$ cat config.mk
export PLATFORM = sky130hd
export DESIGN_NAME = column_nearest_depth_mean_flat
export DESIGN_NICKNAME = d
export VERILOG_FILES = /design/src/design/cndm_pkg.sv /design/src/design/cndm_in_if.sv /design/src/design/cndm_out_if.sv /design/src/design/column_nearest_depth_mean.sv /design/src/design/cndm_cell.sv /design/src/design/cndm_div.sv /design/src/flat_wrapper.sv
export SDC_FILE = /design/constraint.sdc
export NUM_CORES = 1
export LEC_CHECK = 0
export BUFFER_PORTS_ARGS = -buffer_cell sky130_fd_sc_hd__buf_4
export CAP_MARGIN = 15
export CORE_ASPECT_RATIO = 0.8
export CORE_MARGIN = 4
export CORE_UTILIZATION = 50
export CTS_CLUSTER_DIAMETER = 30
export CTS_CLUSTER_SIZE = 16
export DETAILED_ROUTE_END_ITERATION = 6
export PLACE_DENSITY_LB_ADDON = 0.12
export SLEW_MARGIN = 10
export SYNTH_ARGS = -nofsm -noshare
export SYNTH_HDL_FRONTEND = slang
export SYNTH_SLANG_ARGS = --single-unit
$ cat constraint.sdc
create_clock -name clk -period 5.4 [get_ports clk]
set_clock_uncertainty 0.1 [all_clocks]
set_input_delay 0.54 -clock clk [delete_from_list [all_inputs] [get_ports clk]]
set_output_delay 0.54 -clock clk [all_outputs]
set_load 0.02 [all_outputs]
$ cat src/design/cndm_pkg.sv
// shared types and constants for the column nearest depth mean block
`default_nettype none

package cndm_pkg;

    localparam int DEPTH_W           = 16;
    localparam int COL_IDX_W         = 9;
    localparam int NEAREST_COUNT_DEF = 10;
    localparam int COLUMN_COUNT_DEF  = 320;

    typedef logic [DEPTH_W-1:0]   depth_t;
    typedef logic [COL_IDX_W-1:0] col_idx_t;

    typedef struct packed {
        logic   valid;
        depth_t value;
    } slot_t;

    typedef enum logic [1:0] {
        ST_RUN,
        ST_DIVIDE,
        ST_DELIVER
    } state_t;

endpackage

`default_nettype wire

$ cat src/design/cndm_in_if.sv
// sample channel carrying one depth pixel per item
`default_nettype none

interface cndm_in_if;
    logic                   valid;
    logic                   ready;
    cndm_pkg::depth_t       depth;
    logic                   last_in_column;

    modport source (output valid, depth, last_in_column, input ready);
    modport sink   (input valid, depth, last_in_column, output ready);
endinterface

`default_nettype wire

$ cat src/design/cndm_out_if.sv
// result channel carrying one column mean per item
`default_nettype none

interface cndm_out_if;
    logic                   valid;
    logic                   ready;
    cndm_pkg::col_idx_t     column_index;
    cndm_pkg::depth_t       nearest_depth;
    logic                   no_valid_depth;

    modport source (output valid, column_index, nearest_depth, no_valid_depth, input ready);
    modport sink   (input valid, column_index, nearest_depth, no_valid_depth, output ready);
endinterface

`default_nettype wire

$ cat src/design/column_nearest_depth_mean.sv
// top level: mean of the nearest depths of each image column
//
//   channel   role    payload                                       accepted at
//   samples   sink    depth, last_in_column                         valid & ready
//   results   source  column_index, nearest_depth, no_valid_depth   valid & ready
//
// one sample per cycle inside a column; each nonzero sample moves the sorted cell chain
// the last sample of a column starts the divider on the final sum and count,
// then the state machine closes the divide and loads the output register once it is free
// samples.ready is low while the divider runs and until the result is loaded
// reset clears the cells, the running sum, the count and the column counter
`default_nettype none

module column_nearest_depth_mean #(
    parameter int NEAREST_COUNT = cndm_pkg::NEAREST_COUNT_DEF,
    parameter int COLUMN_COUNT  = cndm_pkg::COLUMN_COUNT_DEF
) (
    input  wire logic   clk,
    input  wire logic   rst_n,
    cndm_in_if.sink     samples,
    cndm_out_if.source  results
);

    localparam int CNT_W = $clog2(NEAREST_COUNT + 1);
    localparam int SUM_W = cndm_pkg::DEPTH_W + CNT_W;
    localparam int COL_W = (COLUMN_COUNT > 1) ? $clog2(COLUMN_COUNT) : 1;

    cndm_pkg::slot_t    chain [NEAREST_COUNT+1];
    cndm_pkg::state_t   state_reg;
    cndm_pkg::state_t   state_next;

    logic [SUM_W-1:0]   sum_reg;
    logic [SUM_W-1:0]   sum_next;
    logic [SUM_W-1:0]   sum_upd;
    logic [SUM_W-1:0]   final_sum;
    logic [CNT_W-1:0]   count_reg;
    logic [CNT_W-1:0]   count_next;
    logic [CNT_W-1:0]   count_upd;
    logic [CNT_W-1:0]   final_count;
    logic [COL_W-1:0]   col_reg;
    logic [COL_W-1:0]   col_next;
    logic [COL_W-1:0]   col_hold_reg;
    logic               empty_hold_reg;

    logic               accept;
    logic               take;
    logic               column_end;
    logic               evict;
    logic               div_start;
    logic               div_busy;
    logic [SUM_W-1:0]   quotient;
    logic               out_load;
    logic               slot_free;

    logic                   out_valid_reg;
    logic                   out_valid_next;
    cndm_pkg::col_idx_t     out_col_reg;
    cndm_pkg::depth_t       out_mean_reg;
    logic                   out_empty_reg;

    // left end of the chain acts as minus infinity
    assign chain[0] = '{valid: 1'b1, value: '0};

    assign accept     = samples.valid && samples.ready;
    assign take       = accept && (samples.depth != '0);
    assign column_end = accept && samples.last_in_column;

    for (genvar i = 0; i < NEAREST_COUNT; i++)
    begin : g_cell
        cndm_cell u_cell (
            .clk    (clk),
            .rst_n  (rst_n),
            .insert (take),
            .clear  (column_end),
            .depth  (samples.depth),
            .prev   (chain[i]),
            .slot   (chain[i+1])
        );
    end

    // running sum tracks the kept set: add the new depth, drop the evicted one
    // once the chain is full a depth is added only when it evicts
    always_comb
    begin
        evict     = chain[NEAREST_COUNT].valid &&
                    (samples.depth < chain[NEAREST_COUNT].value);
        sum_upd   = sum_reg
                    + ((!chain[NEAREST_COUNT].valid || evict) ? SUM_W'(samples.depth) : '0)
                    - (evict ? SUM_W'(chain[NEAREST_COUNT].value) : '0);
        count_upd = (count_reg == CNT_W'(NEAREST_COUNT)) ? count_reg
                    : count_reg + CNT_W'(1);
        final_sum   = take ? sum_upd : sum_reg;
        final_count = take ? count_upd : count_reg;

        sum_next   = sum_reg;
        count_next = count_reg;
        col_next   = col_reg;
        priority if (column_end)
        begin
            sum_next   = '0;
            count_next = '0;
            col_next   = (col_reg == COL_W'(COLUMN_COUNT - 1)) ? '0
                         : col_reg + COL_W'(1);
        end
        else if (take)
        begin
            sum_next   = sum_upd;
            count_next = count_upd;
        end
        else
        begin
            sum_next   = sum_reg;
            count_next = count_reg;
        end
    end

    cndm_div #(
        .SUM_W (SUM_W),
        .CNT_W (CNT_W)
    ) u_div (
        .clk      (clk),
        .rst_n    (rst_n),
        .start    (div_start),
        .dividend (final_sum),
        .divisor  (final_count),
        .busy     (div_busy),
        .quotient (quotient)
    );

    assign slot_free = !out_valid_reg || results.ready;

    always_comb
    begin
        state_next    = state_reg;
        samples.ready = 1'b0;
        div_start     = 1'b0;
        out_load      = 1'b0;
        unique case (state_reg)
            cndm_pkg::ST_RUN:
            begin
                samples.ready = 1'b1;
                if (column_end)
                begin
                    div_start  = 1'b1;
                    state_next = cndm_pkg::ST_DIVIDE;
                end
            end
            cndm_pkg::ST_DIVIDE:
            begin
                if (!div_busy)
                begin
                    state_next = cndm_pkg::ST_DELIVER;
                end
            end
            cndm_pkg::ST_DELIVER:
            begin
                if (slot_free)
                begin
                    out_load   = 1'b1;
                    state_next = cndm_pkg::ST_RUN;
                end
            end
            default:
            begin
                state_next = cndm_pkg::ST_RUN;
            end
        endcase
    end

    always_comb
    begin
        out_valid_next = out_valid_reg;
        priority if (out_load)
        begin
            out_valid_next = 1'b1;
        end
        else if (results.ready)
        begin
            out_valid_next = 1'b0;
        end
        else
        begin
            out_valid_next = out_valid_reg;
        end
    end

    always_ff @(posedge clk or negedge rst_n)
    begin
        if (!rst_n)
        begin
            state_reg     <= cndm_pkg::ST_RUN;
            sum_reg       <= '0;
            count_reg     <= '0;
            col_reg       <= '0;
            out_valid_reg <= 1'b0;
        end
        else
        begin
            state_reg     <= state_next;
            sum_reg       <= sum_next;
            count_reg     <= count_next;
            col_reg       <= col_next;
            out_valid_reg <= out_valid_next;
        end
    end

    always_ff @(posedge clk)
    begin
        if (column_end)
        begin
            col_hold_reg   <= col_reg;
            empty_hold_reg <= (final_count == '0);
        end
        if (out_load)
        begin
            out_col_reg   <= cndm_pkg::col_idx_t'(col_hold_reg);
            out_mean_reg  <= empty_hold_reg ? '0 : cndm_pkg::DEPTH_W'(quotient);
            out_empty_reg <= empty_hold_reg;
        end
    end

    assign results.valid          = out_valid_reg;
    assign results.column_index   = out_col_reg;
    assign results.nearest_depth  = out_mean_reg;
    assign results.no_valid_depth = out_empty_reg;

    a_empty_mean_zero: assert property (@(posedge clk) disable iff (!rst_n)
        results.valid && results.no_valid_depth |-> results.nearest_depth == '0)
        else $error("empty column with nonzero mean");

    a_count_bound: assert property (@(posedge clk) disable iff (!rst_n)
        count_reg <= CNT_W'(NEAREST_COUNT))
        else $error("held count above cell count");

    a_stall_after_end: assert property (@(posedge clk) disable iff (!rst_n)
        column_end |=> !samples.ready && div_busy)
        else $error("sample taken during column mean");

    a_load_when_free: assert property (@(posedge clk) disable iff (!rst_n)
        out_load |-> !div_busy && slot_free)
        else $error("result loaded over pending item");

endmodule

`default_nettype wire

$ cat src/design/cndm_cell.sv
// one slot of the sorted insertion chain of smallest depths
`default_nettype none

module cndm_cell (
    input  wire logic              clk,
    input  wire logic              rst_n,
    input  wire logic              insert,
    input  wire logic              clear,
    input  wire cndm_pkg::depth_t  depth,
    input  wire cndm_pkg::slot_t   prev,
    output cndm_pkg::slot_t        slot
);

    cndm_pkg::slot_t slot_reg;
    cndm_pkg::slot_t slot_next;
    logic            less_here;
    logic            less_prev;

    always_comb
    begin
        less_here = !slot_reg.valid || (depth < slot_reg.value);
        less_prev = !prev.valid || (depth < prev.value);
        slot_next = slot_reg;
        priority if (clear)
        begin
            slot_next = '0;
        end
        else if (insert && less_here)
        begin
            // shift neighbor in, or take the new depth at the boundary
            if (less_prev)
            begin
                slot_next = prev;
            end
            else
            begin
                slot_next.valid = 1'b1;
                slot_next.value = depth;
            end
        end
        else
        begin
            slot_next = slot_reg;
        end
    end

    always_ff @(posedge clk or negedge rst_n)
    begin
        if (!rst_n)
        begin
            slot_reg <= '0;
        end
        else
        begin
            slot_reg <= slot_next;
        end
    end

    assign slot = slot_reg;

endmodule

`default_nettype wire

$ cat src/design/cndm_div.sv
// restoring divider, one quotient bit per cycle
`default_nettype none

module cndm_div #(
    parameter int SUM_W = 20,
    parameter int CNT_W = 4
) (
    input  wire logic             clk,
    input  wire logic             rst_n,
    input  wire logic             start,
    input  wire logic [SUM_W-1:0] dividend,
    input  wire logic [CNT_W-1:0] divisor,
    output logic                  busy,
    output logic      [SUM_W-1:0] quotient
);

    localparam int STEP_W = $clog2(SUM_W + 1);

    logic [SUM_W-1:0]  quo_reg;
    logic [SUM_W-1:0]  quo_next;
    logic [CNT_W-1:0]  rem_reg;
    logic [CNT_W-1:0]  rem_next;
    logic [CNT_W-1:0]  dvs_reg;
    logic [CNT_W-1:0]  dvs_next;
    logic [STEP_W-1:0] step_reg;
    logic [STEP_W-1:0] step_next;
    logic              busy_reg;
    logic              busy_next;
    logic [CNT_W:0]    rem_shift;
    logic [CNT_W:0]    diff;
    logic              fits;

    always_comb
    begin
        rem_shift = {rem_reg, quo_reg[SUM_W-1]};
        fits      = rem_shift >= {1'b0, dvs_reg};
        diff      = rem_shift - {1'b0, dvs_reg};
        quo_next  = quo_reg;
        rem_next  = rem_reg;
        dvs_next  = dvs_reg;
        step_next = step_reg;
        busy_next = busy_reg;
        priority if (start)
        begin
            quo_next  = dividend;
            rem_next  = '0;
            dvs_next  = divisor;
            step_next = STEP_W'(SUM_W);
            busy_next = 1'b1;
        end
        else if (busy_reg)
        begin
            quo_next  = {quo_reg[SUM_W-2:0], fits};
            rem_next  = fits ? diff[CNT_W-1:0] : rem_shift[CNT_W-1:0];
            step_next = step_reg - STEP_W'(1);
            busy_next = (step_reg != STEP_W'(1));
        end
        else
        begin
            quo_next  = quo_reg;
            busy_next = busy_reg;
        end
    end

    always_ff @(posedge clk or negedge rst_n)
    begin
        if (!rst_n)
        begin
            step_reg <= '0;
            busy_reg <= 1'b0;
        end
        else
        begin
            step_reg <= step_next;
            busy_reg <= busy_next;
        end
    end

    always_ff @(posedge clk)
    begin
        quo_reg <= quo_next;
        rem_reg <= rem_next;
        dvs_reg <= dvs_next;
    end

    assign busy     = busy_reg;
    assign quotient = quo_reg;

endmodule

`default_nettype wire
$ cat src/flat_wrapper.sv
// flat-port wrapper written by rule: the top's interface ports become plain ports
module column_nearest_depth_mean_flat 
#(
    parameter int NEAREST_COUNT = cndm_pkg::NEAREST_COUNT_DEF,
    parameter int COLUMN_COUNT  = cndm_pkg::COLUMN_COUNT_DEF
)
  (clk, rst_n, samples_valid, samples_depth, samples_last_in_column, samples_ready, results_valid, results_column_index, results_nearest_depth, results_no_valid_depth, results_ready);
  cndm_in_if samples_i ();
  cndm_out_if results_i ();
  input  wire logic clk;
  input  wire logic rst_n;
  input wire logic [$bits(samples_i.valid)-1:0] samples_valid;
  input wire logic [$bits(samples_i.depth)-1:0] samples_depth;
  input wire logic [$bits(samples_i.last_in_column)-1:0] samples_last_in_column;
  output wire logic [$bits(samples_i.ready)-1:0] samples_ready;
  output wire logic [$bits(results_i.valid)-1:0] results_valid;
  output wire logic [$bits(results_i.column_index)-1:0] results_column_index;
  output wire logic [$bits(results_i.nearest_depth)-1:0] results_nearest_depth;
  output wire logic [$bits(results_i.no_valid_depth)-1:0] results_no_valid_depth;
  input wire logic [$bits(results_i.ready)-1:0] results_ready;
  assign samples_i.valid = samples_valid;
  assign samples_i.depth = samples_depth;
  assign samples_i.last_in_column = samples_last_in_column;
  assign samples_ready = samples_i.ready;
  assign results_valid = results_i.valid;
  assign results_column_index = results_i.column_index;
  assign results_nearest_depth = results_i.nearest_depth;
  assign results_no_valid_depth = results_i.no_valid_depth;
  assign results_i.ready = results_ready;
  column_nearest_depth_mean #(.NEAREST_COUNT(NEAREST_COUNT), .COLUMN_COUNT(COLUMN_COUNT)) u_core (.clk(clk), .rst_n(rst_n), .samples(samples_i), .results(results_i));
endmodule
## After elaboration in Yosys (flattened, before gate mapping)

Cells that the tools add are included.

- Register bits: 276
- Input bits: 21
- Output and inout bits: 28
- Logic and storage cells: 170

- Add/sub/neg operators: 6
- $lt $le $gt $ge: 12
- Equal/unequal tests: 8
- Multiplexer cells: 56
- Reduce and logical (&&, ||, !) cells: 53

Operators with widths:

| kind | number |
|---|---|
| $mux W17 | 29 |
| $lt A16 B16 Y1 | 10 |
| $mux W20 | 4 |
| $mux W16 | 3 |
| $reduce_bool A2 Y1 | 12 |
| $add A20 B20 Y20 | 1 |
| $sub A20 B20 Y20 | 1 |
| $lt A16 B1 Y1 const B | 1 |
| $mux W4 | 4 |
| $reduce_bool A16 Y1 | 1 |
| $logic_and A1 B1 Y1 | 14 |
| $logic_or A1 B1 Y1 | 12 |
| $logic_not A1 Y1 | 11 |
| $mux W5 | 2 |
| $add A9 B1 Y9 const B | 1 |
| $eq A9 B9 Y1 const B | 1 |
| $mux W1 | 9 |
| $mux W9 | 1 |
| $mux W2 | 3 |
| $pmux W2 S3 | 1 |
| $ge A5 B4 Y1 | 1 |
| $ne A5 B1 Y1 const B | 1 |
| $sub A5 B1 Y5 const B | 1 |
| $add A4 B1 Y4 const B | 1 |
| 9 further kinds | 10 |

## Logic depth before layout (Yosys ltp)

- Word-level depth: 8
- Depth in mapped cells: 21
- Mapped depth without buffers: 21

## By module

Synthesis repeated with hierarchy kept, for this count alone.

- Cells, all modules: 2327
- Area total of the unflattened synthesis: 22796.9 um^2

Modules (own cells, without submodules):

| module | times used | cells an instance | area each (um^2) | seq. area each (um^2) |
|---|---|---|---|---|
| cndm_cell | 10 | 169 | 1614.0 | 425.4 |
| column_nearest_depth_mean | 1 | 524 | 5051.1 | 1981.9 |
| cndm_div | 1 | 113 | 1605.3 | 950.9 |

## Worst setup path before layout

No wires, ideal clock.

- Kind: input to register
- From: input port samples_depth[9]
- To: register u_core.u_div.quo_reg[15] (netlist: u_core.u_div.quotient[15]), data pin
- Arrival time: 4.515 ns
- Setup slack: 0.525 ns
- Cell stages on the path: 20
- Path buffers: 3
- Cell sequence: ha_1 -> a21o_1 -> a21o_1 -> a21oi_1 -> o22a_1 -> a31o_2 -> clkbuf_1 -> clkbuf_1 -> nand2_1 -> fa_1 -> inv_1 -> ha_1 -> clkbuf_1 -> and4_1 -> a31oi_1 -> a31oi_1 -> nor2_1 -> xnor2_1 -> mux2_1 -> mux2_2

- Cells in the longest elaborated chain, start to end: 8

RTL lines:

| element | line | RTL |
|---|---|---|
| start: declaration | flat_wrapper.sv:13 | `input wire logic [$bits(samples_i.depth)-1:0] samples_depth;` |
| $lt A16 B16 Y1 | column_nearest_depth_mean.sv:86 | `(samples.depth < chain[NEAREST_COUNT].value);` |
| $logic_and A1 B1 Y1 | column_nearest_depth_mean.sv:85 | `evict = chain[NEAREST_COUNT].valid &&` |
| $logic_or A1 B1 Y1 | column_nearest_depth_mean.sv:88 | `+ ((!chain[NEAREST_COUNT].valid \|\| evict) ? SUM_W'(samples.depth) : '0)` |
| $mux W16 | column_nearest_depth_mean.sv:88 |  |
| $add A20 B20 Y20 | column_nearest_depth_mean.sv:88 |  |
| $sub A20 B20 Y20 | column_nearest_depth_mean.sv:89 | `- (evict ? SUM_W'(chain[NEAREST_COUNT].value) : '0);` |
| $mux W20 * | column_nearest_depth_mean.sv:92 | `final_sum = take ? sum_upd : sum_reg;` |
| $mux W20 * | cndm_div.sv:43 | `priority if (start)` |
| named net u_core.u_div.quo_next[15] | cndm_div.sv:20 | `logic [SUM_W-1:0] quo_next;` |
| end signal: assignment | cndm_div.sv:81 | `quo_reg <= quo_next;` |
| end: declaration | cndm_div.sv:19 | `logic [SUM_W-1:0] quo_reg;` |

Mark *: on every way through the listed nets, which the timed path passes. The rest lies on a longest branch.
A chain may end at the register's enable or synchronous reset.

## Worst setup path after layout

- From: register u_core.g_cell[9].u_cell.slot_reg, in the netlist u_core.g_cell[9].u_cell.slot[12]
- To: register u_core.sum_reg[18]

- Cells in the longest elaborated chain, start to end: 8

RTL lines:

| element | line | RTL |
|---|---|---|
| start: declaration | cndm_cell.sv:14 | `cndm_pkg::slot_t slot_reg;` |
| start signal: assignment | cndm_cell.sv:55 | `slot_reg <= slot_next;` |
| $lt A16 B16 Y1 | column_nearest_depth_mean.sv:86 |  |
| $logic_and A1 B1 Y1 | column_nearest_depth_mean.sv:85 |  |
| $logic_or A1 B1 Y1 | column_nearest_depth_mean.sv:88 |  |
| $mux W16 | column_nearest_depth_mean.sv:88 |  |
| $add A20 B20 Y20 | column_nearest_depth_mean.sv:88 |  |
| $sub A20 B20 Y20 * | column_nearest_depth_mean.sv:89 |  |
| $mux W20 * | n/a |  |
| $mux W20 * | column_nearest_depth_mean.sv:98 | `priority if (column_end)` |
| named net u_core.sum_next[18] | column_nearest_depth_mean.sv:33 | `logic [SUM_W-1:0] sum_next;` |
| end signal: assignment | column_nearest_depth_mean.sv:200 | `sum_reg <= sum_next;` |
| end: declaration | column_nearest_depth_mean.sv:32 | `logic [SUM_W-1:0] sum_reg;` |

Marked as above.

==> load_flow_metrics.sql <==
INSERT INTO impl_metrics (metric_group, metric, value, unit) VALUES
('floorplan', 'dieWidth', '223', 'microns'),
('floorplan', 'effective_utilization_at_floorplan', '0.510', ''),
('floorplan', 'core.rowCount', '62', ''),
('worst_setup_path', 'regToRegSetupSlack', '0.16', 'ns'),
('final_layout', 'post-route-cell-area', '21500', 'sq um'),
('clock_network', 'clkLatencyLatePin', '0.59', 'ns'),
('worst_setup_path', 'start_to_end_type_of_the_worst_setup_path', 'register to register', ''),
('routing', 'detail_route.wirelength', '50.1', 'mm'),
('global_routing', 'use_met3', '0.0393', ''),
('place', 'weighted_congestion_at_the_end_of_routability_driven_global_placement', '0.879', ''),
('timing', 'timing.final.crit_period', '5.24', 'ns'),
('yosys', 'postSynth.topFlopCell', 'dfrtp_1', ''),
('worst_setup_path', 'worst_r2r_path_depth', '16', ''),
('final_layout', 'post_route_cells_drive_above_1_share', '0.127', ''),
('floorplan', 'fp.coreArea', '36100', 'sq um'),
('yosys', 'synth_sequential_area_ratio', '0.390', ''),
('clock_network', 'cts_buffers', '61', ''),
('timing', 'max-slew-margin-rel', '0.253', ''),
('global_routing', 'globalRoute.totalOverflow', '0', ''),
('yosys', 'syn_area_per_cell', '9.87', 'sq um'),
('run_status', 'run_status', 'complete, no violations', ''),
('hold_path', 'worstHoldPathCells', '3', ''),
('floorplan', 'die_height', '180', 'microns'),
('clock_network', 'cts.sink_count', '276', ''),
('routing', 'average_wire_per_standard_cell', '20.4', 'microns'),
('global_routing', 'grtUsageMet1', '0.373', ''),
('final_layout', 'antennaDiodeCount', '0', ''),
('clock_network', 'clock_root_buffer', 'clkbuf_16', ''),
('hold_path', 'holdCritPathClass', 'primary input to register', ''),
('global_routing', 'grt_first_pass_wirelength', '81.9', 'mm'),
('global_routing', 'grt.met2_usage', '0.384', ''),
('hold_path', 'min_from', 'results_ready', ''),
('timing', 'timing.final.hold_violations', '0', ''),
('power_and_ir_drop', 'p_leak', '9.87', 'nW'),
('timing', 'finalCritPeriodShare', '0.971', ''),
('timing', 'fin_hold_ws', '0.188', 'ns'),
('clock_network', 'cts.reportedPaths.clkPinSlew', '0.05', 'ns'),
('worst_setup_path', 'setup.worst_path.end_class', 'register', ''),
('place', 'port-buffer-count', '48', ''),
('worst_setup_path', 'crit_family', 'compound AO/OA/AOI/OAI gates', ''),
('worst_setup_path', 'cp_num_buf_inv', '1', ''),
('timing', 'count_of_pins_over_their_slew_limit', '0', ''),
('place', 'dp_worst_setup_slack', '-0.0190', 'ns'),
('yosys', 'synthArstFlopShare', '0.768', ''),
('global_routing', 'globalRouteTotalUtil', '0.249', ''),
('routing', 'detailroute.via_count', '14824', ''),
('timing', 'achievable-frequency', '191', 'MHz'),
('yosys', 'synth_warnings', '0', ''),
('timing', 'report.final.setup_viol', '0', ''),
('yosys', 'mappedNetlistNets', '2085', ''),
('place', 'postPlaceCellArea', '19400', 'sq um'),
('worst_setup_path', 'r2r_start', 'u_core.g_cell[9].u_cell.slot[12]', ''),
('global_routing', 'first_global_vias', '14892', ''),
('clock_network', 'h-tree-depth', '2', ''),
('routing', 'postRouteAntennaNets', '0', ''),
('routing', 'routed_via_density', '6.04', ''),
('worst_setup_path', 'critical-path-top-cell-by-count', 'ha_1', ''),
('worst_setup_path', 'crit_required', '5.75', 'ns'),
('global_routing', 'grt_start_max_net_pins', '113', ''),
('power_and_ir_drop', 'power_density', '581', 'nW/um^2'),
('clock_network', 'cts_max_path_buffers', '3', ''),
('final_layout', 'area_growth', '16.5', '%'),
('worst_setup_path', 'critical_path.startpoint_type', 'register', ''),
('timing', 'rsz0062_at_grt', 'true', ''),
('timing', 'max_slew.worst_pin.slew', '1.12', 'ns'),
('routing', 'route.detailed.drc', '0', ''),
('flow_run', 'max_cap_viol_count', '0', ''),
('worst_setup_path', 'rr_endpoint', 'u_core.sum_reg[18]', ''),
('global_routing', 'antenna_found_initial', '0', ''),
('clock_network', 'cts_tree', 'done', ''),
('yosys', 'synth_enable_flop_cells', '60', '');
cells in the mapped netlist, types with 4 or more instances:
cell type | n | area [sq um]
a211oi_1 | 36 | 270
a21oi_2 | 6 | 52.6
buf_1 | 9 | 33.8
o31ai_1 | 4 | 30.0
dfrtp_1 | 212 | 5310
a211oi_2 | 12 | 150
dfxtp_1 | 4 | 80.1
and4_1 | 9 | 78.8
mux2i_1 | 157 | 1570
a22o_1 | 18 | 158
o22ai_1 | 33 | 206
edfxtp_1 | 60 | 1800
nand3_1 | 26 | 130
nand2_1 | 116 | 435
o2bb2ai_1 | 83 | 727
and2_1 | 29 | 181
xnor2_1 | 17 | 149
a21o_1 | 43 | 323
clkbuf_1 | 58 | 218
buf_4 | 8 | 60.1
o21ai_1 | 16 | 80.1
inv_1 | 212 | 796
and3_1 | 8 | 50.1
nor2b_1 | 28 | 175
nor4_1 | 6 | 37.5
buf_2 | 33 | 165
a221oi_1 | 19 | 166
a31oi_1 | 8 | 50.1
ha_1 | 179 | 2240
nand2b_1 | 16 | 100
fa_1 | 17 | 340
o211ai_1 | 5 | 37.5
nor2_1 | 86 | 323
xor2_1 | 6 | 52.6
a21oi_1 | 99 | 495
nor3_1 | 14 | 70.1
o21a_1 | 10 | 75.1
o21ai_0 | 57 | 285
nand4_1 | 18 | 113
a311oi_1 | 17 | 149
a2111oi_0 | 21 | 184
per-stage QoR:
stage / cells / setup TNS [ns] / utilization
2_1_floorplan: 1868 / 0 / -
3_3_place_gp: 2338 / 0 / 0.536
3_5_place_dp: 2338 / -0.0190 / 0.536
4_1_cts: 2451 / 0 / 0.593
5_1_grt: 2453 / -0.0489 / 0.594
6_report: 2453 / 0 / 0.594
placed cells by master (no fill, tap or decap), types with 9 or more instances in the layout:
master,instances
nor3_1,14
inv_1,212
nand4_1,18
nand3_1,26
edfxtp_1,60
nand2b_1,16
clkinvlp_4,11
clkbuf_16,61
a211oi_2,12
o21ai_0,57
buf_4,100
a21oi_1,97
and4_1,9
a221oi_1,19
nand2_1,115
a211oi_1,36
o2bb2ai_1,83
xnor2_1,17
nor2_1,85
clkbuf_8,10
o21a_1,10
o22ai_1,33
dfrtp_1,212
ha_1,179
a311oi_1,17
a22o_1,18
nor2b_1,27
and2_1,29
mux2i_1,157
a2111oi_0,20
o21ai_1,15
a21o_1,43
fa_1,17
how the worst max path moves through the flow:
stage / from / endpoint / slack (ns) / cells past startpoint
2_1_floorplan: samples_depth[9] / u_core.u_div.quotient[15] / 0.53 / 20
3_3_place_gp: samples_depth[14] / u_core.u_div.quotient[15] / 0.1 / 20
3_5_place_dp: samples_depth[15] / u_core.sum_reg[18] / -0.02 / 16
4_1_cts: u_core.g_cell[9].u_cell.slot[12] / u_core.sum_reg[18] / 0.1 / 16
5_1_grt: u_core.g_cell[9].u_cell.slot[12] / u_core.sum_reg[18] / -0.04 / 16
6_report: u_core.g_cell[9].u_cell.slot[12] / u_core.sum_reg[18] / 0.16 / 16
worst min-delay path, delay by kind of cell:
family | cells | cell delay (ns)
AND/OR/NAND/NOR | 2 | 0.20
buffers and inverters | 1 | 0.07
power breakdown:
| group | switching (mW) | internal, mW | leakage [nW] |
|---|---|---|---|
| sequential | 0.624 | 2.92 | 3.35 |
| combinational | 3.07 | 2.21 | 5.53 |
| clock | 1.23 | 2.44 | 0.984 |
| total | 4.92 | 7.57 | 9.87 |
cell families (layout without fill, tap and decap cells):
kind of cell / after synthesis / after routing / synth area share
adder cells (fa/ha/maj): 196 / 196 / 0.140
XOR/XNOR: 23 / 23 / 0.0109
AO/OA/AOI/OAI: 520 / 520 / 0.204
AND/OR/NAND/NOR: 369 / 369 / 0.0974
buffers and inverters: 323 / 428 / 0.0704
multiplexers: 161 / 161 / 0.0876
flip-flops: 276 / 276 / 0.390
layout make-up:
| type | count | area, sq um |
|---|---|---|
| multi-input combinational | 1269 | 10000 |
| tap | 480 | 601 |
| timing repair buffer | 103 | 796 |
| clock inverter | 34 | 375 |
| sequential | 276 | 7190 |
| fill | 3197 | 14700 |
| inverter | 213 | 800 |
| clock buffer | 78 | 1690 |
layer usage:
| metal | up-vias | part of all wire |
|---|---|---|
| li1 | 6927 | - |
| met1 | 7455 | 0.49 |
| met2 | 380 | 0.44 |
| met3 | 62 | 0.055 |
| met4 | 0 | 0.016 |
| met5 | - | 0 |
what timing repair did:
action | CTS | global route
setup endpoints to repair | 0 | 8
gates resized for setup | 0 | 6
hold endpoints to repair | 100 | 0
hold buffers | 1 | 0
buffers inserted | 0 | 2
No activity file was read; power rests on OpenSTA's default activity.
